File: config.mk
export PLATFORM = sky130hd
export DESIGN_NAME = itcf_cordic
export DESIGN_NICKNAME = d
export VERILOG_FILES = /design/src/hw/rtl/itcf_pkg.sv /design/src/hw/rtl/itcf_cordic.sv
export SDC_FILE = /design/constraint.sdc
export NUM_CORES = 1
export LEC_CHECK = 0
export ABC_CLOCK_PERIOD_IN_PS = 9300
export BUFFER_PORTS_ARGS = -buffer_cell sky130_fd_sc_hd__buf_2
export CAP_MARGIN = 25
export CORE_AREA = 2 2 227 229
export DETAILED_ROUTE_END_ITERATION = 10
export DIE_AREA = 0 0 229 231
export SKIP_LAST_GASP = 1
export SYNTH_ARGS = -nofsm -noshare
export SYNTH_HDL_FRONTEND = slang
export SYNTH_SLANG_ARGS = --single-unit
File: constraint.sdc
create_clock -name clk -period 9.3 [get_ports clk]
set_clock_uncertainty 0.1 [all_clocks]
set_input_delay 0.93 -clock clk [delete_from_list [all_inputs] [get_ports clk]]
set_output_delay 0.93 -clock clk [all_outputs]
set_load 0.01 [all_outputs]
File: src/hw/rtl/itcf_pkg.sv
`default_nettype none
package itcf_pkg;

    // CORDIC datapath width, trig result width, multiplier operand widths
    localparam int CW        = 36;
    localparam int TW        = 33;
    localparam int MA_W      = 48;
    localparam int MB_W      = 33;
    localparam int PW        = 64;
    localparam int PRED_W    = 42;
    localparam int NUM_W     = 48;
    localparam int DIV_STEPS = 48;

    localparam logic signed [63:0] PI_Q30       = 64'sd3373259426;
    localparam logic signed [63:0] HALF_PI_Q30  = 64'sd1686629713;
    localparam logic signed [63:0] TWO_PI_Q30   = 64'sd6746518852;
    localparam logic signed [63:0] GAIN_INV_Q30 = 64'sd652032874;
    localparam logic signed [63:0] TAN_LIMIT    = 64'sd2147483647;
    localparam logic signed [63:0] PRED_LIMIT   = 64'sd1099511627776;
    localparam logic signed [63:0] ANGLE_MAX    = 64'sd524287;
    localparam logic signed [63:0] ANGLE_MIN    = -64'sd524288;
    localparam int                 ONE_G        = 16384;

    localparam logic REG_BLEND = 1'b0;
    localparam logic REG_SCALE = 1'b1;

    typedef enum logic [3:0] {
        S_IDLE, S_MUL, S_SQRT, S_CGO, S_CWAIT, S_RED,
        S_DIVGO, S_DIV, S_TAN, S_UPD, S_FIN
    } state_t;

    typedef enum logic [3:0] {
        OP_AXSQ, OP_SRT, OP_TGY, OP_CRT, OP_TGZ, OP_CGY, OP_SGZ,
        OP_SCX, OP_SCY, OP_WPX, OP_WAX, OP_WPY, OP_WAY
    } mul_op_t;

    typedef enum logic [1:0] {J_RACC, J_PACC, J_SINR, J_SINP} job_t;

    typedef struct packed {
        logic start;
        logic vec_mode;
    } cordic_ctl_t;

    function automatic logic [29:0] atan_q30(input logic [4:0] i);
        logic [29:0] v;
        case (i)
            5'd0:  v = 30'd843314857;
            5'd1:  v = 30'd497837829;
            5'd2:  v = 30'd263043837;
            5'd3:  v = 30'd133525159;
            5'd4:  v = 30'd67021687;
            5'd5:  v = 30'd33543516;
            5'd6:  v = 30'd16775851;
            5'd7:  v = 30'd8388437;
            5'd8:  v = 30'd4194283;
            5'd9:  v = 30'd2097149;
            5'd10: v = 30'd1048576;
            5'd11: v = 30'd524288;
            5'd12: v = 30'd262144;
            5'd13: v = 30'd131072;
            5'd14: v = 30'd65536;
            5'd15: v = 30'd32768;
            5'd16: v = 30'd16384;
            5'd17: v = 30'd8192;
            5'd18: v = 30'd4096;
            5'd19: v = 30'd2048;
            5'd20: v = 30'd1024;
            5'd21: v = 30'd512;
            5'd22: v = 30'd256;
            5'd23: v = 30'd128;
            5'd24: v = 30'd64;
            5'd25: v = 30'd32;
            5'd26: v = 30'd16;
            5'd27: v = 30'd8;
            5'd28: v = 30'd4;
            5'd29: v = 30'd2;
            5'd30: v = 30'd1;
            default: v = 30'd0;
        endcase
        return v;
    endfunction

endpackage
`default_nettype wire

File: src/hw/rtl/itcf_cordic.sv
`default_nettype none
module itcf_cordic #(
    parameter int STEPS = 20
) (
    input  wire logic                            clk,
    input  wire logic                            rst_n,
    input  wire itcf_pkg::cordic_ctl_t           ctl,
    input  wire logic signed [itcf_pkg::CW-1:0]  x_in,
    input  wire logic signed [itcf_pkg::CW-1:0]  y_in,
    input  wire logic signed [itcf_pkg::CW-1:0]  z_in,
    output logic                                 done,
    output logic signed [itcf_pkg::CW-1:0]       x_out,
    output logic signed [itcf_pkg::CW-1:0]       y_out,
    output logic signed [itcf_pkg::CW-1:0]       z_out
);
    import itcf_pkg::*;

    localparam int CNT_W = $clog2(STEPS + 1);

    logic                 busy_reg;
    logic                 done_reg;
    logic                 vec_reg;
    logic [CNT_W-1:0]     cnt_reg;
    logic signed [CW-1:0] x_reg, y_reg, z_reg;
    logic [4:0]           idx;
    logic signed [CW-1:0] xs, ys, a;
    logic                 sigma;

    always_comb
    begin
        idx   = 5'(cnt_reg);
        xs    = x_reg >>> idx;
        ys    = y_reg >>> idx;
        a     = CW'($signed({1'b0, atan_q30(idx)}));
        // rotation drives z to zero, vectoring drives y to zero
        sigma = vec_reg ? !(y_reg > 0) : (z_reg >= 0);
    end

    always_ff @(posedge clk or negedge rst_n)
    begin
        if (!rst_n)
        begin
            busy_reg <= 1'b0;
            done_reg <= 1'b0;
            cnt_reg  <= '0;
        end
        else
        begin
            done_reg <= 1'b0;
            if (ctl.start && !busy_reg)
            begin
                busy_reg <= 1'b1;
                cnt_reg  <= '0;
            end
            else if (busy_reg)
            begin
                if (cnt_reg == CNT_W'(STEPS - 1))
                begin
                    busy_reg <= 1'b0;
                    done_reg <= 1'b1;
                end
                cnt_reg <= cnt_reg + 1'b1;
            end
        end
    end

    always_ff @(posedge clk)
    begin
        if (ctl.start && !busy_reg)
        begin
            vec_reg <= ctl.vec_mode;
            x_reg   <= x_in;
            y_reg   <= y_in;
            z_reg   <= z_in;
        end
        else if (busy_reg)
        begin
            if (sigma)
            begin
                x_reg <= x_reg - ys;
                y_reg <= y_reg + xs;
                z_reg <= z_reg - a;
            end
            else
            begin
                x_reg <= x_reg + ys;
                y_reg <= y_reg - xs;
                z_reg <= z_reg + a;
            end
        end
    end

    assign done  = done_reg;
    assign x_out = x_reg;
    assign y_out = y_reg;
    assign z_out = z_reg;

endmodule
`default_nettype wire

## After elaboration in Yosys (flattened, before gate mapping)

Memory sizes are Yosys's and may differ from the RTL's.
Cells that the tools add are included.

| operators by class | value |
|---|---|
| multiply operators | 0 |
| div/mod/pow operators | 0 |
| eq/ne operators | 1 |
| shifts and indexed selects | 2 |
| $lt $le $gt $ge | 2 |
| add/sub/neg operators | 7 |
| mux-type cells | 18 |
| bitwise gates (word level) | 0 |
| reduce and logical (&&, ||, !) cells | 4 |

Operator list:

| kind | count |
|---|---|
| two-way mux 36 bit | 9 |
| adder 36 bit | 2 |
| >>> shifter 36 x 5 -> 36 bit | 2 |
| subtractor 36 bit | 2 |
| adder 36 x 31 -> 36 bit | 1 |
| >= comparator 36 x 1 -> 1 bit, second input constant | 1 |
| > comparator 36 x 1 -> 1 bit, second input constant | 1 |
| subtractor 36 x 31 -> 36 bit | 1 |
| two-way mux 5 bit | 2 |
| two-way mux 1 bit | 7 |
| adder 5 x 1 -> 5 bit, second input constant | 1 |
| == test 5 bit, second input constant | 1 |
| logical NOT 1 bit | 2 |
| nonzero test 2 bit | 1 |
| logical AND 1 bit | 1 |

| word-level totals | value |
|---|---|
| memories | 1 |
| memory bits (read-only) | 960 |
| bits in latches | 0 |
| bits in registers | 116 |
| bits of input ports | 112 |
| logic and storage cells | 42 |
| output and inout port bits | 109 |
| bits in writable memories | 0 |

Memory list:

| name | words | bits a word | rd ports | clocked after memory_dff | wr ports | RTL line | text |
|---|---|---|---|---|---|---|---|
| (name not given) | 32 | 30 | 1 | 0 | 0 | itcf_pkg.sv:46 | `case (i)` |

## Longest topological paths before layout

Gate-level depths: netlist (run 1).

| depth | value |
|---|---|
| depth after elaboration | 6 |
| gate-level depth with buffers | 29 |
| gate-level depth less buffers | 24 |

## Worst setup path after synthesis (run 1)

Ideal clock, no wire load.

| timing | value |
|---|---|
| path kind | register to register |
| start point | register cnt_reg[0] |
| end point | register z_reg[33], in the netlist z_out[33] (data pin) |
| arrival | 5892 ps |
| path buffers | 6 |
| setup slack | 3031 ps |
| setup time | 277 ps |
| data required time | 8923 ps |
| stages on the path, launching flop included | 30 |
| path through | dfrtp_1 buf_4 buf_6 inv_2 buf_2 buf_2 clkbuf_1 ha_1 clkbuf_1 and3_1 o21ai_0 o21ai_0 nand2b_1 or3_1 or2_2 nor4b_1 nand2_1 o31a_1 xnor2_1 ha_1 a21oi_1 inv_1 a21o_1 a21oi_1 nor2b_1 nor3_1 o21ai_0 or2_2 a221oi_1 o311ai_0 |

| on the way | value |
|---|---|
| cells in the longest elaborated chain, start to end | 5 |

Ends and longest elaborated chain:

| what | RTL line | text |
|---|---|---|
| start, declared | itcf_cordic.sv:23 | `logic [CNT_W-1:0] cnt_reg;` |
| start signal, assigned | itcf_cordic.sv:62 | `cnt_reg <= cnt_reg + 1'b1;` |
| memory read (32 x 30 bit) (*) | - |  |
| adder 36 x 31 -> 36 bit / subtractor 36 x 31 -> 36 bit (equally long branches) | itcf_cordic.sv:88, itcf_cordic.sv:82 |  |
| two-way mux 36 bit (*) | itcf_cordic.sv:78 | `if (sigma)` |
| two-way mux 36 bit (*) | itcf_cordic.sv:76 | `else if (busy_reg)` |
| two-way mux 36 bit (*) | itcf_cordic.sv:69 | `if (ctl.start && !busy_reg)` |
| end signal, assigned | itcf_cordic.sv:74 | `z_reg <= z_in;` |
| end signal, assigned | itcf_cordic.sv:82 | `z_reg <= z_reg - a;` |
| end signal, assigned | itcf_cordic.sv:88 | `z_reg <= z_reg + a;` |
| end, declared | itcf_cordic.sv:24 | `logic signed [CW-1:0] x_reg, y_reg, z_reg;` |

Every way passes the cells marked *; elsewhere a longest branch is shown, timed or not. The select of a mux whose other input is x is not followed.
A chain may end at the register's enable or synchronous reset.

## Final worst setup path (run 1)

| timing | value |
|---|---|
| start point | register cnt_reg[1] |
| end point | register y_reg[35], in the netlist y_out[35] (data pin) |

| on the way | value |
|---|---|
| cells in the longest elaborated chain, start to end | 5 |

Ends and longest elaborated chain:

| what | RTL line | text |
|---|---|---|
| >>> shifter 36 x 5 -> 36 bit (*) | itcf_cordic.sv:32 | `xs = x_reg >>> idx;` |
| subtractor 36 bit / adder 36 bit (equally long branches) | itcf_cordic.sv:87, itcf_cordic.sv:81 |  |
| two-way mux 36 bit (*) | itcf_cordic.sv:78 |  |
| two-way mux 36 bit (*) | itcf_cordic.sv:76 |  |
| two-way mux 36 bit (*) | itcf_cordic.sv:69 |  |
| end signal, assigned | itcf_cordic.sv:73 | `y_reg <= y_in;` |
| end signal, assigned | itcf_cordic.sv:81 | `y_reg <= y_reg + xs;` |
| end signal, assigned | itcf_cordic.sv:87 | `y_reg <= y_reg - xs;` |
| end, declared | itcf_cordic.sv:24 |  |

Marked as above.

==> results of run 1 <==
## Yosys cell counts (22+ instances only)
cell type,number
nor2_1,175
xnor2_1,91
nand3_1,54
a21o_1,54
o21a_1,31
o21ai_0,155
o22ai_1,24
clkbuf_1,67
and3_1,29
a21oi_1,198
nor2b_1,22
inv_1,49
xor2_1,92
or2_2,22
mux2i_1,65
mux4_2,87
nor3_1,26
buf_1,23
edfxtp_1,109
mux2_2,39
ha_1,118
nand2_1,221
a211oi_1,24
buf_2,26
nand2b_1,32
a31oi_1,28
## worst max path at each step
| stage | from | end | slack (ps) | cells after the start |
|---|---|---|---|---|
| final | cnt_reg[1] | y_out[35] | 1720 | 22 |
| after global routing | cnt_reg[1] | y_out[35] | 1400 | 22 |
| after CTS | cnt_reg[1] | y_out[35] | 1840 | 22 |
| after detailed placement | cnt_reg[1] | y_out[35] | 1840 | 22 |
| after global placement | cnt_reg[1] | y_out[35] | 1890 | 22 |
| after floorplan | cnt_reg[0] | z_out[33] | 3030 | 29 |
## cell families after synthesis
group	count (synthesis)	share of synthesized area, %
buffers and inverters	194	4.90
AO/OA/AOI/OAI	697	24.5
multiplexers	194	16.7
adder cells (fa/ha/maj)	121	8.32
flip-flops	116	18.7
AND/OR/NAND/NOR	688	18.0
XOR/XNOR	185	8.89
## layer usage
layer | vias up | GRT usage (%) | routed length, um | share of wire (%)
met2 | 1075 | 45.4 | 35800 | 43
li1 | 8600 | - | - | -
met3 | 172 | 6.71 | 8030 | 9.6
met5 | - | 0 | 13 | 0.016
met1 | 9488 | 43.2 | 36200 | 43
met4 | 2 | 13.7 | 3580 | 4.3
## layout make-up
| type | count | area, sq um |
|---|---|---|
| tap | 680 | 851 |
| clock inverter | 14 | 208 |
| sequential | 116 | 3460 |
| clock buffer | 18 | 429 |
| timing repair buffer | 263 | 1480 |
| fill | 5206 | 29900 |
| multi-input combinational | 1885 | 14100 |
| inverter | 54 | 208 |
| antenna | 1 | 2.50 |
## through the flow
stage	setup WS [ps]	instance area, sq um	hold slack (ps)	std cells	utilization [%]
6_report	1720	20800	171	3031	41.0
4_1_cts	1840	20800	138	3029	41.0
3_3_place_gp	1890	20100	547	2997	39.8
5_1_grt	1400	20800	159	3030	41.0
2_1_floorplan	3030	18500	534	2195	-
3_5_place_dp	1840	20100	544	2997	39.8
==> impl_metrics.csv, run 1 <==
group,metric,value,unit
route,drt_wl_total,83600,um
clock_network,clkLatencyLatePin,490,ps
clock_network,cts-hold-fix-buffers,0,
worst_setup_path,path_class,"register to register",
route,vias,19300,
worst_setup_path,crit_required,9430,ps
cells_and_area,layout_common_cells,"nand2_1 (221), buf_2 (221), a21oi_1 (198)",
floorplanning,rows,83,
outcome,status,"complete, no violations",
global_routing,grt_pass1_wl,121000,um
worst_setup_path,r2r_setup_slack,1720,ps
clock_network,cts_root_buf,"clkbuf_16",
floorplanning,dieWidth,229,um
clock_network,cts_tree,"built",
synth,synth_area,18500,sq um
synth,synth_nets,2428,
clock_network,htreeDepth,4,
floorplanning,die_area,52900,sq um
clock_network,clk_path_buf_depth,2,
clock_network,cts_resized,0,
route,drc,0,
flow_run,drv_cap,0,
worst_setup_path,slowest_delay,900,ps
global_routing,grt_max_degree,91,
floorplanning,start_util,36.5,%
clock_network,cts_num_sinks,116,
floorplanning,ios,221,
sta,finalCriticalPeriod,7580,ps
synth,synth_ff_type,"edfxtp_1",
synth,yosysSeqAreaShare,18.7,%
synth,yosysTopAreaCellShare,17.7,%
cells_and_area,post_route_cells_drive_above_1_share,20.8,%
worst_setup_path,ff2ff_path_depth,22,
worst_setup_path,reg2reg_from,"cnt_reg[1]",
synth,syn_inst,2195,
place,finalWeightedCongestion,1.07,
cells_and_area,nets,2570,
place,dp_hpwl,63800,um
worst_setup_path,crit_top_cell,"a21o_1",
worst_setup_path,critPathBufInv,1,
sta,tns,0,ps
worst_setup_path,worstPathCellList,"buf_12 -> mux4_2 -> mux2i_1 -> nor2_1 -> a2111oi_4 -> and4_1 -> nand4_1 -> or2_1 -> or4_1 -> nand2_1 -> xor2_1 -> ha_1 -> a21o_1 -> a21o_1 -> a21o_1 -> a21o_1 -> a21oi_1 -> a21bo_2 -> a21oi_1 -> o21bai_1 -> xnor2_1 -> mux2_2",
route,routedWlPerCell,27.6,um
worst_setup_path,reg2reg_to,"y_out[35]",
sta,max_slew_margin,27.1,%
worst_setup_path,cp-end-kind,"register",
synth,syn_avg_cell_area,8.42,sq um
worst_setup_path,crit_path_start_kind,"register",
synth,yosysUniqueCellTypes,101,
worst_setup_path,arrival,7710,ps
clock_network,cts_buffers,17,
place,io_buffers,220,
sta,period_share,81.5,%
synth,yosysTopAreaCell,"edfxtp_1",
clock_network,postCtsSetupBuffers,0,
global_routing,antenna_found_initial,2,
worst_setup_path,cp_slowest_cell,"dfrtp_4",
cells_and_area,syn2layout_area_growth,12.5,%
global_routing,grt_pass1_vias,18000,
sta,rsz0062_at_grt,"false",
sta,hold_viol,0,
sta,finalMaxSlewViolations,0,
worst_setup_path,critical-path-top-delay-family,"compound AO/OA/AOI/OAI gates",
hold_path,worstHoldPathType,"input port to asynchronous set/reset pin",
sta,worst_pin_slew,1090,ps
synth,async_flop_share,6.03,%
sta,finalSetupViolCount,0,
clock_network,clk_pin_slew,60,ps
route,detail-route-antenna-nets,0,
global_routing,grt.total_usage,30.9,%
sta,fmax,0.132,GHz
synth,ys_top_cells_by_area,"edfxtp_1 (18%), mux4_2 (11%), ha_1 (8.0%)",
route,drtIter0Drc,2414,
synth,yosysWarnings,0,
route,routed_via_density,6.38,
floorplanning,coreArea,50700,sq um
synth,synth-seq-cells,116,
worst_setup_path,path_max_fanout,90,
global_routing,grt_overflow_total,0,
floorplanning,die_h,231,um
synth,synth_edf_count,109,
route,first_pass_iters,7,
Power of run 1 is not shown: default switching activity piles up to over one toggle a cycle in this logic, so the estimate is an artifact.
==> run 2, diff against run 1 <==
- ABC_CLOCK_PERIOD_IN_PS: 9300 -> 7600
- clock period: 9.3 -> 7.6 ns (I/O delays scaled with it)
==> run 2 against run 1 <==
Effect of this change: worst hold slack improved by 180 ps; highest routed layer is now met4; sequential share of layout area decreased by 0.43 points; non-clock buffer count increased by 78; global-route usage increased by 3.4 points; maximum frequency increased by 7.7%; clock-buffer cell count decreased by 1; core utilization increased by 1.1 points; sequential cell count unchanged; register-to-register slack got worse by 1200 ps; critical path depth decreased by 1; final cell count increased by 2.6%; setup slack got worse by 1200 ps.
==> impl_metrics.csv, run 2 (synthesized netlist as in run 1, its figures left out) <==
group,metric,value,unit
clock_network,clk_pin_slew,70,ps
sta,worst_pin_slew,1090,ps
route,routedWlPerCell,29.8,um
worst_setup_path,critPathBufInv,2,
route,drc,0,
floorplanning,die_area,52900,sq um
route,routed_via_density,6.41,
floorplanning,rows,83,
route,vias,19900,
sta,max_slew_margin,26.1,%
place,io_buffers,220,
route,first_pass_iters,8,
floorplanning,ios,221,
place,dp.cells,3074,
hold_path,whs_endpoint,"vec_reg",
worst_setup_path,arrival,7170,ps
clock_network,cts_buffers,17,
floorplanning,coreArea,50700,sq um
cells_and_area,post_route_cells_drive_above_1_share,23.5,%
cells_and_area,fillers,5254,
worst_setup_path,reg2reg_from,"cnt_reg[0]",
worst_setup_path,path_max_fanout,33,
worst_setup_path,cp-end-kind,"register",
cells_and_area,layout_common_cells,"buf_2 (222), nand2_1 (221), a21oi_1 (198)",
clock_network,clk_path_buf_depth,2,
route,detail-route-antenna-nets,0,
global_routing,grt_pass1_wl,133000,um
cells_and_area,layout_commonest_cell,"buf_2",
sta,holdWs,348,ps
place,dp_hpwl,72000,um
global_routing,grt_overflow_total,0,
worst_setup_path,crit_path_start_kind,"register",
worst_setup_path,cp_slowest_cell,"dfrtp_4",
sta,period_share,92.6,%
global_routing,grt.total_usage,34.2,%
outcome,status,"complete, no violations",
global_routing,grt_pass1_vias,18900,
cells_and_area,syn2layout_area_growth,15.5,%
sta,finalMaxSlewViolations,0,
clock_network,cts_resized,0,
sta,hold_viol,0,
route,drt_wl_total,92600,um
worst_setup_path,slowest_delay,810,ps
clock_network,clkLatencyLatePin,500,ps
hold_path,worstHoldPathType,"input port to register",
global_routing,antenna_found_initial,3,
floorplanning,dieWidth,229,um
worst_setup_path,crit_required,7730,ps
worst_setup_path,ff2ff_path_depth,21,
clock_network,cts_num_sinks,116,
sta,tns,0,ps
cells_and_area,nets,2648,
worst_setup_path,reg2reg_to,"x_out[35]",
place,finalWeightedCongestion,1.02,
sta,rsz0062_at_grt,"false",
cells_and_area,instances_no_fill,3109,
clock_network,htreeDepth,4,
clock_network,cts_tree,"built",
sta,finalSetupViolCount,0,
sta,finalCriticalPeriod,7040,ps
route,drtIter0Drc,2462,
clock_network,cts_root_buf,"clkbuf_16",
worst_setup_path,path_class,"register to register",
worst_setup_path,worstPathCellList,"buf_12 -> mux4_2 -> nand2_1 -> o21ai_0 -> nor4_1 -> nand4_1 -> buf_4 -> or3_1 -> o31ai_1 -> xor2_1 -> ha_1 -> and3_1 -> and3_1 -> o2111ai_1 -> o211a_1 -> o31ai_1 -> nand3_1 -> a311oi_1 -> a41oi_1 -> xnor3_1 -> a21oi_1",
worst_setup_path,r2r_setup_slack,560,ps
worst_setup_path,critical-path-top-delay-family,"compound AO/OA/AOI/OAI gates",
global_routing,grt_max_degree,72,
hold_path,min_from,"ctl[0]",
floorplanning,die_h,231,um
flow_run,drv_cap,0,
floorplanning,start_util,36.5,%
sta,fmax,0.142,GHz
hold_path,min_path_cells,1,
[run 2: changes by cell type in the layout (fill, tap and decap cells not counted), sizes merged]
cell,change
buf,+77
bufinv,-3
clkbuf,-1
clkinv,-1
dlygate4sd3,+1
inv,+5
[run 2: how the worst max path moves through the flow]
stage          startpoint   endpoint  slack (ps)  depth (start not counted)
2_1_floorplan  cnt_reg[0]  z_out[33]        1330                         29
3_3_place_gp    y_out[30]  y_out[35]         310                         17
3_5_place_dp   cnt_reg[1]  z_out[33]         510                         23
4_1_cts        cnt_reg[1]  z_out[33]         490                         23
5_1_grt        cnt_reg[0]  z_out[33]         160                         23
6_report       cnt_reg[0]  x_out[35]         560                         21
[run 2: timing repair]
item,CTS,global route
setup buffers,0,1
setup endpoints to repair,0,2
endpoints found under the hold margin,7,0
hold buffers,1,0
[run 2: layout make-up]
class	count	area [sq um]	share of cell area [%]
multi-input cells	1885	14100	66.3
flip-flops and latches	116	3460	16.2
repair buffers	341	2070	9.70
well taps	680	851	3.99
clock buffers	17	425	1.99
inverters	54	208	0.973
clock inverters	15	170	0.798
diodes	1	2.50	0.0117
[run 2: per-stage QoR]
stage / util (%) / worst slack [ps] / instance area [sq um]
6_report: 42.1 / 562 / 21300
5_1_grt: 42.1 / 164 / 21300
4_1_cts: 42.1 / 487 / 21300
3_5_place_dp: 40.9 / 507 / 20700
3_3_place_gp: 40.8 / 313 / 20700
2_1_floorplan: - / 1330 / 18500
[run 2: layer usage]
metal  vias up  track usage (%)  share of wire [%]
met2      1116             51.2                 43
met4         0             12.5                3.7
li1       8760                -                  -
met1      9891             48.4                 44
met5         -                0                  0
met3       160             7.18                9.0
Power of run 2 is left out for the same reason.
